**src/design/wsfr_pkg.sv**
```systemverilog
`timescale 1ns / 1ps
`default_nettype none
// ----------------------------------------------------------------------------
// wsfr_pkg
// Shared types and codes for the WebSocket frame receiver: parser phases,
// frame opcodes, event codes and the result record.
// ----------------------------------------------------------------------------
package wsfr_pkg;

	typedef enum logic [4:0] {
		PH_HDR0    = 5'b00001,
		PH_HDR1    = 5'b00010,
		PH_EXT     = 5'b00100,
		PH_KEY     = 5'b01000,
		PH_PAYLOAD = 5'b10000
	} phase_t;

	typedef logic [3:0] opcode_t;

	localparam opcode_t OP_CONT  = 4'h0;
	localparam opcode_t OP_TEXT  = 4'h1;
	localparam opcode_t OP_BIN   = 4'h2;
	localparam opcode_t OP_CLOSE = 4'h8;
	localparam opcode_t OP_PING  = 4'h9;

	localparam logic [6:0] LEN7_EXT16 = 7'd126;
	localparam logic [6:0] LEN7_EXT64 = 7'd127;

	localparam logic [2:0] EXT16_COUNT = 3'd1;
	localparam logic [2:0] EXT64_COUNT = 3'd7;
	localparam logic [2:0] KEY_COUNT   = 3'd3;

	typedef logic [2:0] event_t;

	localparam event_t EV_NONE   = 3'd0;
	localparam event_t EV_TEXT   = 3'd1;
	localparam event_t EV_BINARY = 3'd2;
	localparam event_t EV_PONG   = 3'd3;
	localparam event_t EV_CLOSE  = 3'd4;
	localparam event_t EV_MASK   = 3'd5;

	typedef struct packed {
		logic        payload_valid;
		logic [7:0]  payload_byte;
		event_t      event_res;
		logic [15:0] close_code;
	} result_t;

endpackage
`default_nettype wire

```
**src/design/wsfr_in_stage.sv**
```systemverilog
`timescale 1ns / 1ps
`default_nettype none
// ----------------------------------------------------------------------------
// wsfr_in_stage
// Input register: captures one received byte per transaction and holds it
// until the parser consumes it.
// ----------------------------------------------------------------------------
module wsfr_in_stage (
	input  wire logic       clk,
	input  wire logic       arst_n,
	input  wire logic       in_valid,
	output logic            in_stall,
	input  wire logic [7:0] rx_byte,
	input  wire logic       take,
	output logic            valid_s1,
	output logic [7:0]      byte_s1
);

	logic load;

	assign in_stall = valid_s1 & ~take;
	assign load     = in_valid & ~in_stall;

	always_ff @(posedge clk or negedge arst_n) begin
		if (!arst_n) begin
			valid_s1 <= 1'b0;
		end else if (load) begin
			valid_s1 <= 1'b1;
		end else if (take) begin
			valid_s1 <= 1'b0;
		end
	end

	always_ff @(posedge clk) begin
		if (load) begin
			byte_s1 <= rx_byte;
		end
	end

endmodule
`default_nettype wire

```
**src/design/wsfr_parser.sv**
```systemverilog
`timescale 1ns / 1ps
`default_nettype none
// ----------------------------------------------------------------------------
// wsfr_parser
// Frame header state machine and message tracking. Consumes one byte per
// step, updates the frame state and forms the result record for that byte.
// ----------------------------------------------------------------------------
module wsfr_parser #(
	parameter int LEN_BITS = 32
) (
	input  wire logic       clk,
	input  wire logic       arst_n,
	input  wire logic       step,
	input  wire logic [7:0] byte_s1,
	output wsfr_pkg::result_t res
);

	wsfr_pkg::phase_t  phase_q, phase_n;
	logic [2:0]        side_q, side_n;
	logic [LEN_BITS-1:0] rem_q, rem_n;
	logic              final_q, final_n;
	wsfr_pkg::opcode_t opcode_q, opcode_n;
	logic              masked_q, masked_n;
	logic              pend_q, pend_n;
	wsfr_pkg::opcode_t stored_q, stored_n;
	logic [1:0]        mb_q, mb_n;
	logic [15:0]       cc_q, cc_n;

	logic              hdr_done;
	logic              end_fr;
	logic [6:0]        len7;
	wsfr_pkg::opcode_t op;

	always_comb begin
		phase_n  = phase_q;
		side_n   = side_q;
		rem_n    = rem_q;
		final_n  = final_q;
		opcode_n = opcode_q;
		masked_n = masked_q;
		pend_n   = pend_q;
		stored_n = stored_q;
		mb_n     = mb_q;
		cc_n     = cc_q;
		hdr_done = 1'b0;
		end_fr   = 1'b0;
		len7     = byte_s1[6:0];
		op       = opcode_q;
		res      = '0;

		unique case (phase_q)
			wsfr_pkg::PH_HDR1: begin
				masked_n = byte_s1[7];
				if (len7 == wsfr_pkg::LEN7_EXT16) begin
					rem_n   = '0;
					side_n  = wsfr_pkg::EXT16_COUNT;
					phase_n = wsfr_pkg::PH_EXT;
				end else if (len7 == wsfr_pkg::LEN7_EXT64) begin
					rem_n   = '0;
					side_n  = wsfr_pkg::EXT64_COUNT;
					phase_n = wsfr_pkg::PH_EXT;
				end else begin
					rem_n    = {{(LEN_BITS-7){1'b0}}, len7};
					hdr_done = 1'b1;
				end
			end
			wsfr_pkg::PH_EXT: begin
				rem_n = {rem_q[LEN_BITS-9:0], byte_s1};
				if (side_q == 3'd0) begin
					hdr_done = 1'b1;
				end else begin
					side_n = side_q - 3'd1;
				end
			end
			wsfr_pkg::PH_KEY: begin
				if (side_q == 3'd0) begin
					res.event_res = wsfr_pkg::EV_MASK;
					pend_n  = 1'b0;
					mb_n    = 2'd0;
					cc_n    = 16'h0000;
					phase_n = wsfr_pkg::PH_HDR0;
				end else begin
					side_n = side_q - 3'd1;
				end
			end
			wsfr_pkg::PH_PAYLOAD: begin
				res.payload_valid = 1'b1;
				res.payload_byte  = byte_s1;
				if (mb_q == 2'd0) begin
					cc_n = {byte_s1, 8'h00};
					mb_n = 2'd1;
				end else if (mb_q == 2'd1) begin
					cc_n = cc_q | {8'h00, byte_s1};
					mb_n = 2'd2;
				end
				rem_n = rem_q - {{(LEN_BITS-1){1'b0}}, 1'b1};
				if (rem_n == '0) begin
					end_fr = 1'b1;
				end
			end
			default: begin
				final_n  = byte_s1[7];
				opcode_n = byte_s1[3:0];
				phase_n  = wsfr_pkg::PH_HDR1;
			end
		endcase

		if (hdr_done) begin
			if (masked_n) begin
				side_n  = wsfr_pkg::KEY_COUNT;
				phase_n = wsfr_pkg::PH_KEY;
			end else begin
				if (!pend_q) begin
					mb_n = 2'd0;
					cc_n = 16'h0000;
				end
				if (rem_n == '0) begin
					end_fr = 1'b1;
				end else begin
					phase_n = wsfr_pkg::PH_PAYLOAD;
				end
			end
		end

		if (end_fr) begin
			phase_n = wsfr_pkg::PH_HDR0;
			if (!final_q) begin
				if (!pend_q) begin
					stored_n = opcode_q;
					pend_n   = 1'b1;
				end
			end else begin
				if (opcode_q == wsfr_pkg::OP_CONT && stored_q != wsfr_pkg::OP_CONT) begin
					op       = stored_q;
					stored_n = wsfr_pkg::OP_CONT;
				end
				unique case (op)
					wsfr_pkg::OP_TEXT:  res.event_res = wsfr_pkg::EV_TEXT;
					wsfr_pkg::OP_BIN:   res.event_res = wsfr_pkg::EV_BINARY;
					wsfr_pkg::OP_PING:  res.event_res = wsfr_pkg::EV_PONG;
					wsfr_pkg::OP_CLOSE: begin
						res.event_res  = wsfr_pkg::EV_CLOSE;
						res.close_code = cc_n;
					end
					default:            res.event_res = wsfr_pkg::EV_NONE;
				endcase
				pend_n = 1'b0;
				mb_n   = 2'd0;
				cc_n   = 16'h0000;
			end
		end
	end

	always_ff @(posedge clk or negedge arst_n) begin
		if (!arst_n) begin
			phase_q  <= wsfr_pkg::PH_HDR0;
			side_q   <= 3'd0;
			rem_q    <= '0;
			final_q  <= 1'b0;
			opcode_q <= wsfr_pkg::OP_CONT;
			masked_q <= 1'b0;
			pend_q   <= 1'b0;
			stored_q <= wsfr_pkg::OP_CONT;
			mb_q     <= 2'd0;
			cc_q     <= 16'h0000;
		end else if (step) begin
			phase_q  <= phase_n;
			side_q   <= side_n;
			rem_q    <= rem_n;
			final_q  <= final_n;
			opcode_q <= opcode_n;
			masked_q <= masked_n;
			pend_q   <= pend_n;
			stored_q <= stored_n;
			mb_q     <= mb_n;
			cc_q     <= cc_n;
		end
	end

	a_mb_range: assert property (@(posedge clk) disable iff (!arst_n)
		mb_q != 2'd3)
		else $error("message byte count out of range");

	a_payload_len: assert property (@(posedge clk) disable iff (!arst_n)
		phase_q == wsfr_pkg::PH_PAYLOAD |-> rem_q != '0)
		else $error("payload phase with zero remaining length");

	a_key_exit: assert property (@(posedge clk) disable iff (!arst_n)
		step && phase_q == wsfr_pkg::PH_KEY && side_q == 3'd0
		|=> phase_q == wsfr_pkg::PH_HDR0 && !pend_q && mb_q == 2'd0)
		else $error("mask key end did not drop message");

endmodule
`default_nettype wire

```
**src/design/wsfr_out_stage.sv**
```systemverilog
`timescale 1ns / 1ps
`default_nettype none
// ----------------------------------------------------------------------------
// wsfr_out_stage
// Result register: holds one result record until the downstream side takes
// it, and tells the parser when a new record can be loaded.
// ----------------------------------------------------------------------------
module wsfr_out_stage (
	input  wire logic              clk,
	input  wire logic              arst_n,
	input  wire logic              valid_s1,
	input  wire wsfr_pkg::result_t res,
	output logic                   take,
	output logic                   out_valid,
	input  wire logic              out_stall,
	output wsfr_pkg::result_t      res_q
);

	logic out_valid_q;

	assign take      = valid_s1 & (~out_valid_q | ~out_stall);
	assign out_valid = out_valid_q;

	always_ff @(posedge clk or negedge arst_n) begin
		if (!arst_n) begin
			out_valid_q <= 1'b0;
		end else if (take) begin
			out_valid_q <= 1'b1;
		end else if (!out_stall) begin
			out_valid_q <= 1'b0;
		end
	end

	always_ff @(posedge clk) begin
		if (take) begin
			res_q <= res;
		end
	end

endmodule
`default_nettype wire

```
**src/design/websocket_frame_receiver_core.sv**
```systemverilog
`timescale 1ns / 1ps
`default_nettype none
// ----------------------------------------------------------------------------
// websocket_frame_receiver_core
// Parses received bytes as WebSocket frame headers, passes payload bytes out
// in order and reports message events (text, binary, pong, close, mask).
//
//   Channel | Handshake           | Payload
//   --------+---------------------+-----------------------------------------
//   in      | in_valid / in_stall | rx_byte
//   out     | out_valid/out_stall | payload_valid, payload_byte, event_res,
//           |                     | close_code
//
// One byte per cycle sustained while out_stall is low; each byte is held in the
// input register, and its result is then loaded into the result register.
// The header state update is a single pass of logic between those registers.
// out_stall holds the result register; the input register then fills and
// in_stall rises in the same cycle.
// arst_n clears all control and frame state at once.
// ----------------------------------------------------------------------------
module websocket_frame_receiver_core #(
	parameter int LEN_BITS = 32
) (
	input  wire logic        clk,
	input  wire logic        arst_n,
	input  wire logic        in_valid,
	output logic             in_stall,
	input  wire logic [7:0]  rx_byte,
	output logic             out_valid,
	input  wire logic        out_stall,
	output logic             payload_valid,
	output logic [7:0]       payload_byte,
	output logic [2:0]       event_res,
	output logic [15:0]      close_code
);

	logic              take;
	logic              valid_s1;
	logic [7:0]        byte_s1;
	wsfr_pkg::result_t res;
	wsfr_pkg::result_t res_q;

	wsfr_in_stage u_in (
		.clk      (clk),
		.arst_n   (arst_n),
		.in_valid (in_valid),
		.in_stall (in_stall),
		.rx_byte  (rx_byte),
		.take     (take),
		.valid_s1 (valid_s1),
		.byte_s1  (byte_s1)
	);

	wsfr_parser #(
		.LEN_BITS (LEN_BITS)
	) u_parser (
		.clk     (clk),
		.arst_n  (arst_n),
		.step    (take),
		.byte_s1 (byte_s1),
		.res     (res)
	);

	wsfr_out_stage u_out (
		.clk       (clk),
		.arst_n    (arst_n),
		.valid_s1  (valid_s1),
		.res       (res),
		.take      (take),
		.out_valid (out_valid),
		.out_stall (out_stall),
		.res_q     (res_q)
	);

	assign payload_valid = res_q.payload_valid;
	assign payload_byte  = res_q.payload_byte;
	assign event_res     = res_q.event_res;
	assign close_code    = res_q.close_code;

endmodule
`default_nettype wire
```
**config.mk**
```make
export PLATFORM = sky130hd
export DESIGN_NAME = websocket_frame_receiver_core
export DESIGN_NICKNAME = d
export VERILOG_FILES = /design/src/design/wsfr_pkg.sv /design/src/design/wsfr_in_stage.sv /design/src/design/wsfr_parser.sv /design/src/design/wsfr_out_stage.sv /design/src/design/websocket_frame_receiver_core.sv
export SDC_FILE = /design/constraint.sdc
export NUM_CORES = 1
export LEC_CHECK = 0
export ABC_AREA = 1
export BUFFER_PORTS_ARGS = -buffer_cell sky130_fd_sc_hd__buf_2
export CORE_UTILIZATION = 65
export DETAILED_ROUTE_END_ITERATION = 16
export PLACE_DENSITY = 0.84
export SYNTH_ARGS = -nofsm -noshare
export SYNTH_HDL_FRONTEND = slang
export SYNTH_SLANG_ARGS = --single-unit
```
**constraint.sdc**
```tcl
create_clock -name clk -period 5.25 [get_ports clk]
set_input_delay 0.2625 -clock clk [delete_from_list [all_inputs] [get_ports clk]]
set_output_delay 0.2625 -clock clk [all_outputs]
set_load 0.1 [all_outputs]
```
Word level (Yosys, flattened, before mapping)
Index checks and enable logic that the tools add are counted.

Output and inout bits: 30. Bits of input ports: 12. Register bits: 107. Logic and storage cells: 124.

Mux-type cells: 67. Bitwise logic cells: 10. Equal/unequal tests: 14. $add $sub $neg: 2. Reductions and logical operators: 14.

Operators with widths (count): 16-bit two-way mux (9); 32-bit one-hot mux with 3 select lines (1); 32-bit logical NOT (2); 19-bit two-way mux (2); 5-bit two-way mux (7); 32-bit two-way mux (1); 16-bit one-hot mux with 2 select lines (1); 32-bit by 1-bit subtractor with 32-bit output (second input constant) (1); 4-bit two-way mux (6); 3-bit two-way mux (7); 1-bit two-way mux (18); 2-bit two-way mux (8); 16-bit by 8-bit bitwise OR with 16-bit output (1); 5-bit one-hot mux with 3 select lines (1); 7-bit == test (second input constant) (2); 3-bit one-hot mux with 4 select lines (1); 9-bit two-way mux (1); 4-bit == test (second input constant) (2); 7-bit two-way mux (1); 3-bit one-hot mux with 2 select lines (1); 5-bit by 2-bit == test with 1-bit output (second input constant) (1); 5-bit by 3-bit == test with 1-bit output (second input constant) (1); 5-bit by 4-bit == test with 1-bit output (second input constant) (1); 5-bit == test (second input constant) (1); 22 further kinds (30).

Longest topological paths before layout
Word-level depth: 13. Gate-level depth with buffers: 19. Mapped depth without buffers: 19.

Hierarchy
From an unflattened synthesis, not the netlist that was laid out.

Cell total of the unflattened synthesis: 996. Area, all modules: 6935.4 sq um.

By module, submodules not included: wsfr_parser (area an instance 5751.8 sq um, times used 1, cells an instance 948, sequential area each 1727.9 sq um); wsfr_out_stage (area an instance 885.8 sq um, times used 1, cells an instance 33, sequential area each 865.8 sq um); wsfr_in_stage (area an instance 297.8 sq um, times used 1, cells an instance 15, sequential area each 265.3 sq um).

Least setup slack after synthesis
OpenSTA, ideal clock, no wires.

Kind: register to register. From: register u_out.out_valid_q (netlist: u_out.out_valid). To: register u_in.byte_s1[0], enable pin. Buffers on the path: 0. Setup slack: 2.156 ns. Stages on the path, launching flop included: 6. Required time: 4.977 ns. Setup time: 0.273 ns. Arrival time: 2.821 ns. Period minus slack after synthesis: 3.094 ns. Cells stage by stage: dfrtp_1 nand2_1 nor2_1 inv_1 nand2_1 inv_1.

Longest elaborated chain between the ends: 7.

Ends and longest elaborated chain: start: declaration (line wsfr_out_stage.sv:19) `logic out_valid_q;`; start signal: assignment (line wsfr_out_stage.sv:26) `out_valid_q <= 1'b0;`; start signal: assignment (line wsfr_out_stage.sv:28) `out_valid_q <= 1'b1;`; start signal: assignment (line wsfr_out_stage.sv:30) `out_valid_q <= 1'b0;`; 1-bit inverter (line wsfr_out_stage.sv:21) `assign take = valid_s1 & (~out_valid_q | ~out_stall);`; 1-bit bitwise OR (line wsfr_out_stage.sv:21); 1-bit AND (line wsfr_out_stage.sv:21); 1-bit inverter (line wsfr_in_stage.sv:21) `assign in_stall = valid_s1 & ~take;`; 1-bit AND (line wsfr_in_stage.sv:21); named net in_stall (line websocket_frame_receiver_core.sv:27) `output logic in_stall,`; 1-bit inverter (line wsfr_in_stage.sv:22) `assign load = in_valid & ~in_stall;`; 1-bit AND (line wsfr_in_stage.sv:22); named net u_in.load (line wsfr_in_stage.sv:19) `logic load;`; end signal: assignment (line wsfr_in_stage.sv:36) `byte_s1 <= rx_byte;`; end: declaration (line wsfr_in_stage.sv:16) `output logic [7:0] byte_s1`.

The timed path passes the listed nets, and every way through them passes these cells. A chain may end at the register's enable or synchronous reset.

Worst setup path in the final report
From: register u_parser.phase_q[0]. To: register, netlist name u_out.res_q[0].

Longest elaborated chain between the ends: 7. Elaborated cells on any way between the ends: 17. Classes of those cells: 4 x eq/ne; 11 x mux; 2 x reduce/logical.

Ends and longest elaborated chain: start: declaration (line wsfr_parser.sv:18) `wsfr_pkg::phase_t phase_q, phase_n;`; start signal: assignment (line wsfr_parser.sv:156) `phase_q <= wsfr_pkg::PH_HDR0;`; start signal: assignment (line wsfr_parser.sv:167) `phase_q <= phase_n;`; 5-bit == test, or another cell as far along (line wsfr_parser.sv:51) `unique case (phase_q)`; 32-bit one-hot mux with 3 select lines (line wsfr_parser.sv:51); 32-bit logical NOT (line wsfr_parser.sv:117) `if (rem_n == '0) begin`; 1-bit two-way mux (line wsfr_parser.sv:117); 1-bit two-way mux (line wsfr_parser.sv:109) `if (masked_n) begin`; 1-bit two-way mux (line wsfr_parser.sv:108) `if (hdr_done) begin`; 3-bit AND reduction (no source line).

Parallel ways exist; a longest one is shown, timed or not.

==> metrics.md <==
| Metric | Value |
|---|---|
| Status | finished, violations left |
| Failing checks | hold timing |
| Clock Path Buffers | 2 |
| CP arrival | 3600 ps |
| RePlAce Congestion | around 0.97 |
| Gates resized, CTS repair | 0 |
| Final period utilization | 64.3% |
| RR Endpoint | u_out.res_q[0]$_SDFFCE_PN0P_ |
| Vias | 6586 |
| Syn avg cell area | 7.10 um^2 |
| Max Used Layer | met4 |
| CTS tree | yes |
| Die X | 104 um |
| Share of Yosys cell area claimed by the top area cell type | 25.8% |
| Sequential share of the synthesized area | 42.1% |
| Synth Area in Simple Gates | 38.7% |
| Layout Area Growth over Synthesis | 6.30% |
| Final Util | 72.5% |
| Reg2reg start | u_parser.phase_q[0]$_DFFE_PN1P_ |
| Post-synth EDFFs | 36 |
| Filler cells | 858 |
| Core area | 0.00995 mm^2 |
| Met2 WL | 7.64 mm |
| Mux contribution to synthesized area | 0% |
| Crit path required time | 5470 ps |
| Total GRT Usage | between 30% and 40% |
| Clock root buffer | clkbuf_8 |
| Max Cap Viol | 0 |
| Pin count of the biggest net entering global routing | 72 |
| Die height | 104 um |
| CTS sink count | 107 |
| Wirelength, routed | approximately 17 mm |
| Number of synthesized register bits | roughly 110 |
| Num rows | 36 |
| Routed Antenna Nets | 0 |
| Post-Syn Nets | 975 |
| DR iter-0 viols | between 700 and 800 |
| Fraction of registers with async set/reset | 66.4% |
| WL met1 | 7.46 mm |
| H-tree depth | 3 |
| Post-Synth Adder-Cell Area | under 10% |
| RSZ-0062 raised after global routing | false |
| Starting density of the core | roughly two thirds |
| CTS Hold Bufs | 0 |
| Power per cell area | just over 500 mW/mm^2 |
| Crit path kind | register to register |
| LEAKAGE | 3.42 nW |
| Post-Synth XOR/XNOR Area | 0.258% |
| Worst Path Max Fanout | 31 |
| Num CTS Buffers | 9 |
| Routed len/inst | around 15 um |
| Detailed-route vias per instance | 5.88 |
| Syn Std Cell Area | 0.00679 mm^2 |
| Slew @ Worst Pin | 1070 ps |
| Drt drc | 0 |
| Die area | 0.0109 mm^2 |
| Largest family of logic cells by synthesized area | simple AND/OR/NAND/NOR gates |
| Skew final | 15.4 ps |
| TNS Setup | 0 ps |
| Synth warn | 0 |
| TritonRoute pass-1 iters | 6 |
| Fraction of layout cells with a size suffix above 1 | 11.2% |
| Worst Setup Start Kind | register |
| Cells after Synth | between 900 and 1000 |
| Reg2reg path depth | 14 |
| Tightest hold margin | -16.6 ps |
| Peak supply drop | 0.000418 V |
| I/O Pins | 42 |
| PortBufs | 41 |
| Met3 wire length | 1.85 mm |
| Top-count cell post-synth | nand2_1 |
| Gr ovfl total | 0 |
| Synth unique cells | 41 |
| First-pass GRT wire length | 28.5 mm |
| # diodes | 0 |
| Highest clock rate | between 200 and 300 MHz |
| Vias in the first global route | 5784 |
| Worst-path clk slew | 110 ps |
| Synth Area in Compound Gates | about a tenth |
| DP Wirelength | 12.2 mm |
| Setup Viol. Count Final | 0 |
| HP Class | primary input to async pin |
| Dominant cells by area after synthesis | dfrtp_1, nand2_1, edfxtp_1, nor2_1, o21ai_0 |
| Max_slew headroom | 28.6% |
| Final hold vios | 8 |
| Clk_lat worst skew | about 400 ps |
| Most common flop cell mapped by yosys | dfrtp_1 |
| Fin nets | 1000 |
| CP endpoint kind | register |
| Largest area contributor in the netlist | dfrtp_1 |
| Synth top cells by count | nand2_1, nor2_1, inv_1 |
| Post-route minimum period | approximately 3400 ps |
| Max Slew Vio Count | 0 |
| Initial antenna violation count | 0 |
| Reg2Reg Setup Slack | 1870 ps |
| Post-CTS Setup Bufs | 0 |
[cell families (layout without fill, tap and decap cells)]
family                   after synthesis  count (layout)
AND/OR/NAND/NOR                      598             598
AO/OA/AOI/OAI                        125             125
buffers and inverters                119             149
flip-flops                           107             107
adder cells (fa/ha/maj)                6               6
XOR/XNOR                               2               2
[sequential cells by signal, indices dropped and copies added (netlist names)]
| register | count |
|---|---|
| u_parser.rem_q | 32 |
| u_out.res_q | 28 |
| u_parser.cc_q | 16 |
| u_in.byte_s1 | 8 |
| u_parser.phase_q | 5 |
| u_parser.opcode_q | 4 |
| u_parser.stored_q | 4 |
| u_parser.side_q | 3 |
| u_parser.mb_q | 2 |
| u_in.valid_s1 | 1 |
| u_out.out_valid | 1 |
| u_parser.final_q | 1 |
| u_parser.masked_q | 1 |
| u_parser.pend_q | 1 |
[how the worst max path moves through the flow]
stage / start / endpoint / cells after the start
final: u_parser.phase_q[0]$_DFFE_PN1P_ / u_out.res_q[0]$_SDFFCE_PN0P_ / 14
after global routing: u_parser.phase_q[0]$_DFFE_PN1P_ / u_out.res_q[0]$_SDFFCE_PN0P_ / 14
after CTS: u_parser.phase_q[0]$_DFFE_PN1P_ / u_out.res_q[0]$_SDFFCE_PN0P_ / 14
after detailed placement: u_parser.phase_q[0]$_DFFE_PN1P_ / u_parser.cc_q[4]$_DFFE_PN0P_ / 15
after global placement: u_parser.phase_q[0]$_DFFE_PN1P_ / u_parser.cc_q[2]$_DFFE_PN0P_ / 15
after floorplan: u_out.out_valid$_DFFE_PN0P_ / u_in.byte_s1[0]$_DFFE_PP_ / 5
[report_power, final]
part / leakage (nW) / total, mW / switching, mW / internal [mW]
Combinational: 2.02 / 1.95 / 1.43 / 0.520
Sequential: 1.30 / 1.23 / 0.197 / 1.03
Clock: 0.104 / 0.537 / 0.308 / 0.230
[placed cells by master (no fill, tap or decap), types with 2 or more instances in the layout]
cell | Yosys | layout
a21o_1 | 2 | 2
a21oi_1 | 15 | 15
a22oi_1 | 2 | 2
and2_1 | 2 | 2
buf_2 | 5 | 40
buf_4 | 0 | 2
clkbuf_8 | 0 | 9
dfrtp_1 | 70 | 70
edfxtp_1 | 36 | 36
ha_1 | 6 | 6
inv_1 | 87 | 87
inv_2 | 3 | 3
inv_6 | 0 | 2
inv_8 | 0 | 2
nand2_1 | 322 | 322
nand2_2 | 4 | 4
nand2_4 | 4 | 4
nand3_1 | 63 | 63
nand3_2 | 3 | 3
nand3_4 | 3 | 3
nand4_1 | 20 | 20
nor2_1 | 131 | 130
nor2_2 | 12 | 12
nor2_4 | 7 | 8
nor3_1 | 14 | 14
nor4_1 | 8 | 8
o21ai_0 | 80 | 80
o21ai_1 | 2 | 2
o21ai_2 | 10 | 10
o22ai_1 | 9 | 9
or2_2 | 3 | 3
xnor2_1 | 2 | 2
[layer usage]
metal,vias to the layer above,GRT usage [%]
met5,-,0
met4,0,10.9
met3,32,7.89
met2,377,50.8
met1,3010,47.6
li1,3167,-
[worst max-delay path: stages, from the launching register on]
cell and delay (ps):
dfstp_2 560, nor2_2 70, nand3_4 290, inv_1 560, a21oi_1 290, o21ai_0 100, nor2_1 140, nand2_1 70
nor2_1 80, nand2_1 60, nor2_2 220, nand4_4 150, nand2_2 120, nand3_4 210, nor2_1 260
[final cells by class]
| type | count | area (um^2) | share of cell area, % |
|---|---|---|---|
| clock inverters | 7 | 82.6 | 1.14 |
| inverters | 91 | 344 | 4.77 |
| clock buffers | 9 | 124 | 1.72 |
| well taps | 133 | 166 | 2.31 |
| flip-flops and latches | 107 | 2860 | 39.6 |
| multi-input cells | 731 | 3430 | 47.5 |
| repair buffers | 42 | 215 | 2.98 |
[metrics by stage]
stage	power (mW)	setup WS [ps]	instance area, um^2	cells
3_3_place_gp	3.11	2130	7010	1104
5_1_grt	3.99	1640	7220	1120
2_1_floorplan	2.75	2160	6790	957
3_5_place_dp	3.13	2030	7010	1104
6_report	3.72	1870	7220	1120
4_1_cts	3.67	1960	7220	1120
Power figures use the tool's default switching activity.
